<file path="config.mk">
export PLATFORM = sky130hd
export DESIGN_NAME = autorange_sensor_resistance
export DESIGN_NICKNAME = d
export VERILOG_FILES = /design/src/asr_pkg.sv /design/src/asr_front.sv /design/src/asr_queue.sv /design/src/asr_back.sv /design/src/autorange_sensor_resistance.sv
export SDC_FILE = /design/constraint.sdc
export NUM_CORES = 1
export LEC_CHECK = 0
export BUFFER_PORTS_ARGS = -buffer_cell sky130_fd_sc_hd__buf_2
export CAP_MARGIN = 20
export CORE_MARGIN = 5
export CORE_UTILIZATION = 45
export DETAILED_ROUTE_END_ITERATION = 12
export HOLD_SLACK_MARGIN = 0.12
export SETUP_SLACK_MARGIN = 0.05
export SLEW_MARGIN = 20
export SYNTH_ARGS = -nofsm -noshare
export SYNTH_HDL_FRONTEND = slang
export SYNTH_SLANG_ARGS = --single-unit
</file>
<file path="constraint.sdc">
create_clock -name clk -period 6.1 [get_ports clk]
set_clock_uncertainty 0.05 [all_clocks]
set_input_delay 1.22 -clock clk [delete_from_list [all_inputs] [get_ports clk]]
set_output_delay 1.22 -clock clk [all_outputs]
set_load 0.02 [all_outputs]
</file>
<file path="src/asr_pkg.sv">
package asr_pkg;

  localparam int NUM_RANGES     = 5;
  localparam int ADC_FULL_SCALE = 65536;

  localparam int TABLE_ROWS = 5;
  localparam int CODE_W     = 16;
  localparam int RANGE_W    = 3;
  localparam int RES_W      = 25;
  localparam int PROD_W     = CODE_W + RES_W;
  localparam int TWICE_FS   = 2 * ADC_FULL_SCALE;
  localparam int DEN_W      = $clog2(TWICE_FS + 1);
  localparam int STEP_W     = $clog2(RES_W);

  localparam logic [RANGE_W-1:0] TOP_RANGE = RANGE_W'(NUM_RANGES - 1);
  localparam logic [RANGE_W-1:0] LAST_ROW  = RANGE_W'(TABLE_ROWS - 1);
  localparam logic [RES_W-1:0]   RS_SAT    = {RES_W{1'b1}};

  // depth must be a power of two so the pointers wrap on their own
  localparam int QUEUE_DEPTH = 2;
  localparam int QPTR_W      = $clog2(QUEUE_DEPTH);
  localparam int QCNT_W      = $clog2(QUEUE_DEPTH + 1);

  typedef enum logic [2:0] {
    ST_SWITCH   = 3'd0,
    ST_VALID    = 3'd1,
    ST_ADC_OVER = 3'd2,
    ST_RS_OVER  = 3'd3,
    ST_UNDER    = 3'd4
  } status_t;

  typedef struct packed {
    logic [CODE_W-1:0] lo_limit;
    logic [RES_W-1:0]  rg;
    logic [CODE_W-1:0] hi_limit;
    logic [RES_W-1:0]  rs_max;
  } range_row_t;

  // ST_VALID marks a request that still needs the resistance computed
  typedef struct packed {
    status_t            kind;
    logic [RANGE_W-1:0] next_range;
    logic [RANGE_W-1:0] row;
    logic [CODE_W-1:0]  code;
  } request_t;

  function automatic range_row_t range_row(input logic [RANGE_W-1:0] row);
    range_row_t r;
    unique case (row)
      3'd0:    r = '{lo_limit: 16'd442,  rg: 25'd8870,     hi_limit: 16'd1922,
                     rs_max: 25'd132};
      3'd1:    r = '{lo_limit: 16'd393,  rg: 25'd39200,    hi_limit: 16'd10263,
                     rs_max: 25'd3330};
      3'd2:    r = '{lo_limit: 16'd3468, rg: 25'd110000,   hi_limit: 16'd56753,
                     rs_max: 25'd84000};
      3'd3:    r = '{lo_limit: 16'd3492, rg: 25'd2740000,  hi_limit: 16'd57175,
                     rs_max: 25'd2119971};
      default: r = '{lo_limit: 16'd7171, rg: 25'd33300000, hi_limit: 16'd62415,
                     rs_max: 25'd1909936};
    endcase
    return r;
  endfunction

  typedef enum logic [2:0] {
    BK_IDLE,
    BK_MUL,
    BK_CHK,
    BK_DIV,
    BK_FIN
  } back_state_t;

endpackage

</file>
<file path="src/asr_front.sv">
module asr_front
  import asr_pkg::*;
(
  input  logic              clk,
  input  logic              rst_n,
  input  logic              in_valid,
  output logic              in_stall,
  input  logic [CODE_W-1:0] in_adc_code,
  input  logic              q_full,
  output logic              q_push,
  output request_t          q_req
);

  logic [RANGE_W-1:0] current_range_r;
  logic [RANGE_W-1:0] current_range_nxt;
  logic [RANGE_W-1:0] r;
  logic [RANGE_W-1:0] row;
  range_row_t         lim;

  assign in_stall = q_full;
  assign q_push   = in_valid && !q_full;

  always_comb begin
    r   = ({1'b0, current_range_r} >= (RANGE_W + 1)'(NUM_RANGES)) ? TOP_RANGE
                                                                  : current_range_r;
    row = ({1'b0, r} < (RANGE_W + 1)'(TABLE_ROWS)) ? r : LAST_ROW;
    lim = range_row(row);

    q_req.row  = row;
    q_req.code = in_adc_code;
    priority if (in_adc_code > lim.hi_limit) begin
      q_req.kind       = ST_ADC_OVER;
      q_req.next_range = TOP_RANGE;
    end else if (in_adc_code < lim.lo_limit) begin
      if (r == '0) begin
        q_req.kind       = ST_UNDER;
        q_req.next_range = TOP_RANGE;
      end else begin
        q_req.kind       = ST_SWITCH;
        q_req.next_range = r - RANGE_W'(1);
      end
    end else begin
      q_req.kind       = ST_VALID;
      q_req.next_range = TOP_RANGE;
    end

    current_range_nxt = q_push ? q_req.next_range : current_range_r;
  end

  always_ff @(posedge clk) begin
    if (!rst_n) begin
      current_range_r <= TOP_RANGE;
    end else begin
      current_range_r <= current_range_nxt;
    end
  end

`ifndef SYNTH
  a_range_legal: assert property (@(posedge clk) disable iff (!rst_n)
    {1'b0, current_range_r} < (RANGE_W + 1)'(NUM_RANGES))
    else $error("selected range beyond the last range");
`endif

endmodule

</file>
<file path="src/asr_queue.sv">
module asr_queue
  import asr_pkg::*;
(
  input  logic     clk,
  input  logic     rst_n,
  input  logic     push,
  input  request_t push_req,
  output logic     full,
  input  logic     pop,
  output request_t pop_req,
  output logic     empty
);

  request_t           slot_r [QUEUE_DEPTH];
  logic [QPTR_W-1:0]  wr_ptr_r;
  logic [QPTR_W-1:0]  wr_ptr_nxt;
  logic [QPTR_W-1:0]  rd_ptr_r;
  logic [QPTR_W-1:0]  rd_ptr_nxt;
  logic [QCNT_W-1:0]  count_r;
  logic [QCNT_W-1:0]  count_nxt;

  assign full    = (count_r == QCNT_W'(QUEUE_DEPTH));
  assign empty   = (count_r == '0);
  assign pop_req = slot_r[rd_ptr_r];

  always_comb begin
    wr_ptr_nxt = push ? wr_ptr_r + QPTR_W'(1) : wr_ptr_r;
    rd_ptr_nxt = pop  ? rd_ptr_r + QPTR_W'(1) : rd_ptr_r;
    count_nxt  = count_r + QCNT_W'(push) - QCNT_W'(pop);
  end

  always_ff @(posedge clk) begin
    if (!rst_n) begin
      wr_ptr_r <= '0;
      rd_ptr_r <= '0;
      count_r  <= '0;
    end else begin
      wr_ptr_r <= wr_ptr_nxt;
      rd_ptr_r <= rd_ptr_nxt;
      count_r  <= count_nxt;
    end
  end

  always_ff @(posedge clk) begin
    if (push) begin
      slot_r[wr_ptr_r] <= push_req;
    end
  end

`ifndef SYNTH
  a_no_overflow: assert property (@(posedge clk) disable iff (!rst_n)
    !(push && full))
    else $error("request pushed into a full queue");
`endif

endmodule

</file>
<file path="src/asr_back.sv">
module asr_back
  import asr_pkg::*;
(
  input  logic               clk,
  input  logic               rst_n,
  input  logic               q_empty,
  input  request_t           q_req,
  output logic               q_pop,
  output logic               out_valid,
  input  logic               out_stall,
  output logic [2:0]         out_status,
  output logic [RANGE_W-1:0] out_range_select,
  output logic [RES_W-1:0]   out_gain_resistance,
  output logic [RES_W-1:0]   out_sensor_resistance
);

  back_state_t        state_r;
  back_state_t        state_nxt;
  request_t           req_r;
  request_t           req_nxt;
  logic [PROD_W-1:0]  prod_r;
  logic [PROD_W-1:0]  prod_nxt;
  logic [DEN_W-1:0]   den_r;
  logic [DEN_W-1:0]   den_nxt;
  logic               sat_r;
  logic               sat_nxt;
  logic [DEN_W-1:0]   rem_r;
  logic [DEN_W-1:0]   rem_nxt;
  logic [RES_W-1:0]   dvd_r;
  logic [RES_W-1:0]   dvd_nxt;
  logic [STEP_W-1:0]  step_r;
  logic [STEP_W-1:0]  step_nxt;
  logic               out_valid_r;
  logic               out_valid_nxt;
  status_t            status_r;
  status_t            status_nxt;
  logic [RANGE_W-1:0] range_r;
  logic [RANGE_W-1:0] range_nxt;
  logic [RES_W-1:0]   rg_r;
  logic [RES_W-1:0]   rg_nxt;
  logic [RES_W-1:0]   rs_r;
  logic [RES_W-1:0]   rs_nxt;

  range_row_t         lim;
  logic [DEN_W:0]     trial;
  logic               fits;
  logic               quot_wide;
  logic               take;

  assign take        = (state_r == BK_IDLE) && !q_empty && !out_valid_r;
  assign q_pop       = take;
  assign lim         = range_row(req_r.row);
  assign trial       = {rem_r, dvd_r[RES_W-1]};
  assign fits        = (trial >= {1'b0, den_r});
  // quotient needs more than RES_W bits when the high part already reaches the divisor
  assign quot_wide   = ((prod_r >> RES_W) >= PROD_W'(den_r));

  always_comb begin
    state_nxt = state_r;
    unique case (state_r)
      BK_IDLE: if (take && q_req.kind == ST_VALID) state_nxt = BK_MUL;
      BK_MUL:  state_nxt = BK_CHK;
      BK_CHK:  state_nxt = (sat_r || quot_wide) ? BK_FIN : BK_DIV;
      BK_DIV:  if (step_r == STEP_W'(RES_W - 1)) state_nxt = BK_FIN;
      BK_FIN:  state_nxt = BK_IDLE;
      default: state_nxt = BK_IDLE;
    endcase
  end

  always_comb begin
    req_nxt       = req_r;
    prod_nxt      = prod_r;
    den_nxt       = den_r;
    sat_nxt       = sat_r;
    rem_nxt       = rem_r;
    dvd_nxt       = dvd_r;
    step_nxt      = step_r;
    out_valid_nxt = out_valid_r && out_stall;
    status_nxt    = status_r;
    range_nxt     = range_r;
    rg_nxt        = rg_r;
    rs_nxt        = rs_r;
    unique case (state_r)
      BK_IDLE: begin
        if (take) begin
          req_nxt = q_req;
          if (q_req.kind != ST_VALID) begin
            out_valid_nxt = 1'b1;
            status_nxt    = q_req.kind;
            range_nxt     = q_req.next_range;
            rg_nxt        = '0;
            rs_nxt        = '0;
          end
        end
      end
      BK_MUL: begin
        prod_nxt = PROD_W'(req_r.code) * PROD_W'(lim.rg);
        sat_nxt  = ({{(32 - CODE_W){1'b0}}, req_r.code} >= 32'(TWICE_FS));
        den_nxt  = DEN_W'(TWICE_FS) - DEN_W'(req_r.code);
      end
      BK_CHK: begin
        rem_nxt  = DEN_W'(prod_r >> RES_W);
        dvd_nxt  = prod_r[RES_W-1:0];
        step_nxt = '0;
        rs_nxt   = RS_SAT;
      end
      BK_DIV: begin
        // one quotient bit per cycle, shifted in where the dividend bit left
        rem_nxt  = fits ? DEN_W'(trial - {1'b0, den_r}) : DEN_W'(trial);
        dvd_nxt  = {dvd_r[RES_W-2:0], fits};
        step_nxt = step_r + STEP_W'(1);
        rs_nxt   = {dvd_r[RES_W-2:0], fits};
      end
      BK_FIN: begin
        out_valid_nxt = 1'b1;
        status_nxt    = (rs_r > lim.rs_max) ? ST_RS_OVER : ST_VALID;
        range_nxt     = req_r.next_range;
        rg_nxt        = lim.rg;
      end
      default: begin
        out_valid_nxt = 1'b0;
      end
    endcase
  end

  always_ff @(posedge clk) begin
    if (!rst_n) begin
      state_r     <= BK_IDLE;
      out_valid_r <= 1'b0;
    end else begin
      state_r     <= state_nxt;
      out_valid_r <= out_valid_nxt;
    end
  end

  always_ff @(posedge clk) begin
    req_r    <= req_nxt;
    prod_r   <= prod_nxt;
    den_r    <= den_nxt;
    sat_r    <= sat_nxt;
    rem_r    <= rem_nxt;
    dvd_r    <= dvd_nxt;
    step_r   <= step_nxt;
    status_r <= status_nxt;
    range_r  <= range_nxt;
    rg_r     <= rg_nxt;
    rs_r     <= rs_nxt;
  end

  assign out_valid             = out_valid_r;
  assign out_status            = status_r;
  assign out_range_select      = range_r;
  assign out_gain_resistance   = rg_r;
  assign out_sensor_resistance = rs_r;

`ifndef SYNTH
  a_busy_no_result: assert property (@(posedge clk) disable iff (!rst_n)
    (state_r != BK_IDLE) |-> !out_valid_r)
    else $error("result pending while a request is still in work");

  a_pop_nonempty: assert property (@(posedge clk) disable iff (!rst_n)
    q_pop |-> !q_empty)
    else $error("pop from an empty queue");

  a_zero_when_not_computed: assert property (@(posedge clk) disable iff (!rst_n)
    (out_valid_r && status_r != ST_VALID && status_r != ST_RS_OVER)
      |-> (rg_r == '0 && rs_r == '0))
    else $error("resistance reported for a request that was not computed");

  a_result_follows_fin: assert property (@(posedge clk) disable iff (!rst_n)
    (state_r == BK_FIN) |=> (out_valid_r && state_r == BK_IDLE))
    else $error("computed result not presented");
`endif

endmodule

</file>
<file path="src/autorange_sensor_resistance.sv">
// Gain auto-ranging resistance meter. Each accepted ADC code is checked against
// the limits of the gain range currently selected (reset selects the highest).
// A code below the lower limit returns status "switch range" with the next lower
// range in range_select (status "under" in the lowest range); every other status
// returns range_select to the highest range. In-range codes give Rs = floor(code *
// Rg / (2 * full scale - code)), saturated to all ones. Range selection happens at
// input acceptance, so codes are accepted back to back while a two-entry queue has
// room. Out-of-range codes are presented in the cycle after they leave the queue;
// a computed result passes through pop, multiply, overflow check, 25 steps of a
// bit-serial restoring divider (skipped on overflow) and result load.
module autorange_sensor_resistance
  import asr_pkg::*;
(
  input  logic               clk,
  input  logic               rst_n,
  input  logic               in_valid,
  output logic               in_stall,
  input  logic [CODE_W-1:0]  in_adc_code,
  output logic               out_valid,
  input  logic               out_stall,
  output logic [2:0]         out_status,
  output logic [RANGE_W-1:0] out_range_select,
  output logic [RES_W-1:0]   out_gain_resistance,
  output logic [RES_W-1:0]   out_sensor_resistance
);

  logic     q_push;
  logic     q_pop;
  logic     q_full;
  logic     q_empty;
  request_t push_req;
  request_t pop_req;

  asr_front u_front (
    .clk         (clk),
    .rst_n       (rst_n),
    .in_valid    (in_valid),
    .in_stall    (in_stall),
    .in_adc_code (in_adc_code),
    .q_full      (q_full),
    .q_push      (q_push),
    .q_req       (push_req)
  );

  asr_queue u_queue (
    .clk      (clk),
    .rst_n    (rst_n),
    .push     (q_push),
    .push_req (push_req),
    .full     (q_full),
    .pop      (q_pop),
    .pop_req  (pop_req),
    .empty    (q_empty)
  );

  asr_back u_back (
    .clk                   (clk),
    .rst_n                 (rst_n),
    .q_empty               (q_empty),
    .q_req                 (pop_req),
    .q_pop                 (q_pop),
    .out_valid             (out_valid),
    .out_stall             (out_stall),
    .out_status            (out_status),
    .out_range_select      (out_range_select),
    .out_gain_resistance   (out_gain_resistance),
    .out_sensor_resistance (out_sensor_resistance)
  );

endmodule
</file>
==> flow_summary_export.csv <==
group,metric,value,unit
global_route,antenna_found_initial,2,
yosys,sequential_to_total_area_share_from_yosys_stat,0.3100,
timing,timing.final.setup_violations,16,
die,die_y,232.5,microns
setup_path,setup.worst_path.end_class,"register",
detailed_routing,dr_iter_0_viols,936,
clocking,cts-root-to-sink-buffers,3,
run_status,violations,"setup timing",
hold_path,hold-path-cell-count,2,
timing,grt_setup_unrepaired,"true",
detailed_routing,detail_route.wl_per_cell,18.40,microns
die,core.rowCount,81,
setup_path,worst_ep_arrival_time,6.60,ns
timing,fmax,0.1573,GHz
die,effective_utilization_at_floorplan,0.4552,
yosys,cell_area_synth,22280,sq um
yosys,synth.top_cells.by_count,"inv_1, fa_1, ha_1, edfxtp_1, nand2_1",
yosys,synth.area.top_cells,"edfxtp_1, fa_1, ha_1, inv_1, nand2_1",
yosys,ys_types,75,
detailed_routing,met1_length,24380,microns
global_route,overflow,0,
clocking,clk-insertion-delay-late,0.54,ns
detailed_routing,avgViaCountPerCell,5.173,
clocking,tritoncts,"built",
placement,place_hpwl,46110,microns
job,drv.max_cap_violation_count,0,
yosys,post_synth_inst_count,2142,
yosys,synth_top_cell_area_share,0.2992,
clocking,cts_buffers,26,
yosys,synth_warnings,0,
setup_path,r2r_setup_slack,-0.26,ns
detailed_routing,drtAntennaViolNets,0,
timing,finalCritPeriodShare,1.042,
setup_path,criticalPathCategory,"reg2reg",
yosys,synth-async-reset-ratio,0,
finish,synthToLayoutAreaGrowth,22.11,%
timing,tightest_slew,1.086,ns
setup_path,timing.critical_path.from_type,"register",
setup_path,reg_to_reg_critical_path_endpoint,"u_back.prod_r[40]",
timing,final.min_clock_period,6.357,ns
yosys,synth_ff_type,"edfxtp_1",
finish,nets,2935,
yosys,yosys.cell_count.top_type,"inv_1",
setup_path,reg2reg_from,"u_back.req_r[4]",
clocking,cts_root_buf,"clkbuf_16",
run_status,status,"finished, violations left",
detailed_routing,routed-via-count,16058,
clocking,clkSinkCount,234,
yosys,synth.avg_cell_area,10.40,sq um
detailed_routing,wirelength,57130,microns
global_route,first_global_vias,17367,
die,dieArea,54060,sq um
setup_path,path_max_fanout,11,
finish,drive_gt1_frac,0.2500,
die,num_io_pins,78,
setup_path,cp_data_required_time,6.34,ns
timing,timing_max_transition_violations_final,0,
die,fp.dieW,232.5,microns
clocking,cts_max_level,1,
die,floorplan.core_area,48950,sq um
hold_path,startpoint_of_the_worst_hold_path,"u_front.current_range_r[0]",
yosys,number_of_flops_mapped_to_enable_cells_by_yosys,222,
placement,place_congestion,0.9262,
yosys,synth.ff_latch_count,234,
global_route,grt_max_degree,65,
clocking,cts.reportedPaths.clkPinSlew,0.06,ns
timing,timing.final.hold_violations,0,
detailed_routing,drcViolationCount,0,
hold_path,whs_endpoint,"u_front.current_range_r[0]",
placement,placement.io_buffers,73,
setup_path,worst-r2r-cell-count,19,
timing,timing.slew.headroom,0.2658,
finish,insertedDiodeCount,0,
detailed_routing,routed-wl-met2,27470,microns
clocking,cts.hold.buffers_added,0,
detailed_routing,drt-pass1-iter-count,7,
detailed_routing,route.top_layer_used,"met5",
timing,final.setup.worst_slack,-0.2566,ns
timing,fin_worst_hold_slack,0.4631,ns
detailed_routing,met3WireLength,4019,microns
yosys,yosys.area.top_type,"edfxtp_1",
global_route,grt.total_usage,0.2139,
hold_path,holdCritPathClass,"reg2reg",
global_route,grt_first_pass_wirelength,92120,microns
==> how the worst max path moves through the flow <==
stage	from	endpoint	slack [ns]	cells after the start
CTS	u_back.req_r[17]	u_back.prod_r[40]	-0.18	23
global route	u_back.req_r[18]	u_back.prod_r[40]	-0.43	22
detailed placement	u_back.req_r[18]	u_back.prod_r[39]	-0.43	23
floorplan	u_back.req_r[17]	u_back.prod_r[40]	0.03	24
global placement	u_back.req_r[16]	u_back.prod_r[40]	-0.32	22
finish	u_back.req_r[4]	u_back.prod_r[40]	-0.26	19
==> cell type report <==
| class | instances | area [sq um] |
|---|---|---|
| clock inverters | 15 | 147.6 |
| flip-flops and latches | 234 | 6907 |
| well taps | 664 | 830.8 |
| inverters | 429 | 1629 |
| repair buffers | 328 | 2527 |
| clock buffers | 33 | 716.9 |
| fillers | 4214 | 21740 |
| multi-input cells | 1401 | 14450 |
==> per-stage QoR <==
stage / TNS (ns) / instances / worst slack, ns / cell area (sq um) / util
2_1_floorplan: 0 / 2145 / 0.03022 / 22730 / -
3_3_place_gp: -3.972 / 3018 / -0.3213 / 25230 / 0.5154
3_5_place_dp: -6.097 / 3018 / -0.4266 / 25230 / 0.5154
4_1_cts: -1.160 / 3097 / -0.1827 / 26870 / 0.5488
5_1_grt: -5.646 / 3104 / -0.4338 / 27210 / 0.5558
6_report: -2.400 / 3104 / -0.2566 / 27210 / 0.5558
==> worst max-delay path, cell delays in order, from the launching register on <==
cell and delay, ns:
edfxtp_1 0.80, and3_4 0.37, nor2_4 0.04, fa_1 0.48, fa_1 0.53, fa_1 0.54
inv_2 0.06, fa_1 0.49, fa_1 0.51, inv_2 0.04, fa_1 0.54, inv_1 0.07
ha_4 0.25, a21o_1 0.21, a21oi_2 0.20, a21oi_2 0.08, a21o_4 0.21, a22o_4 0.23
a211o_1 0.30, xnor2_1 0.12
==> registers in the layout, indices dropped and copies added (netlist names), 13 cells and up, named ones only <==
name                          flops
u_queue.slot_r                   50
u_back.prod_r                    40
u_back.dvd_r                     25
u_back.out_sensor_resistance     25
u_back.req_r                     22
u_back.den_r                     18
u_back.rem_r                     18
u_back.out_gain_resistance       13
==> repair_timing <==
item / CTS / global route
endpoints found under the setup margin: 20 / 24
cloned: 1 / 0
endpoints found under the hold margin: 0 / 0
pin swaps: 53 / 43
gates resized for setup: 138 / 71
buffers inserted: 30 / 10
==> per-layer routing <==
layer  track usage  up-vias
li1              -     7603
met1        0.2852     7908
met2        0.3630      458
met3       0.04637       87
met4       0.04467        2
met5             0        -
==> cells in the final DEF (no fill, tap or decap), types with 17 or more instances in the layout <==
master / netlist / final
a21o_1: 41 / 39
fa_1: 255 / 238
nand3_1: 29 / 25
mux2_2: 22 / 22
edfxtp_1: 222 / 222
xnor2_1: 40 / 37
o21a_1: 18 / 18
o21ai_0: 76 / 56
and2_4: 0 / 17
nand2_1: 159 / 127
ha_1: 240 / 222
inv_2: 1 / 24
buf_6: 3 / 26
clkbuf_16: 0 / 26
nor3_1: 22 / 17
nand2_2: 0 / 21
a21oi_1: 86 / 69
nand4_1: 17 / 17
and3_1: 28 / 26
ha_4: 0 / 17
and2_1: 49 / 32
nor2_1: 122 / 106
inv_1: 425 / 399
fa_2: 0 / 17
xor2_1: 24 / 23
buf_4: 12 / 215
nor2b_1: 22 / 19
buf_2: 3 / 74
==> logic make-up (layout without fill, tap and decap cells) <==
| logic type | after synthesis | in the layout | synth area share |
|---|---|---|---|
| AOI/OAI and AO/OA | 316 | 316 | 0.09075 |
| xor gates and xnor gates | 64 | 64 | 0.02516 |
| adders and majority gates | 495 | 495 | 0.3639 |
| buffers and inverters | 510 | 805 | 0.08912 |
| DFF | 234 | 234 | 0.3100 |
| muxes | 24 | 24 | 0.01202 |
| other | 1 | 4 | 0.0001683 |
| and+or+nand+nor | 498 | 498 | 0.1089 |
Power is not shown: default switching activity piles up to over one toggle a cycle in this logic, so the estimate is an artifact.
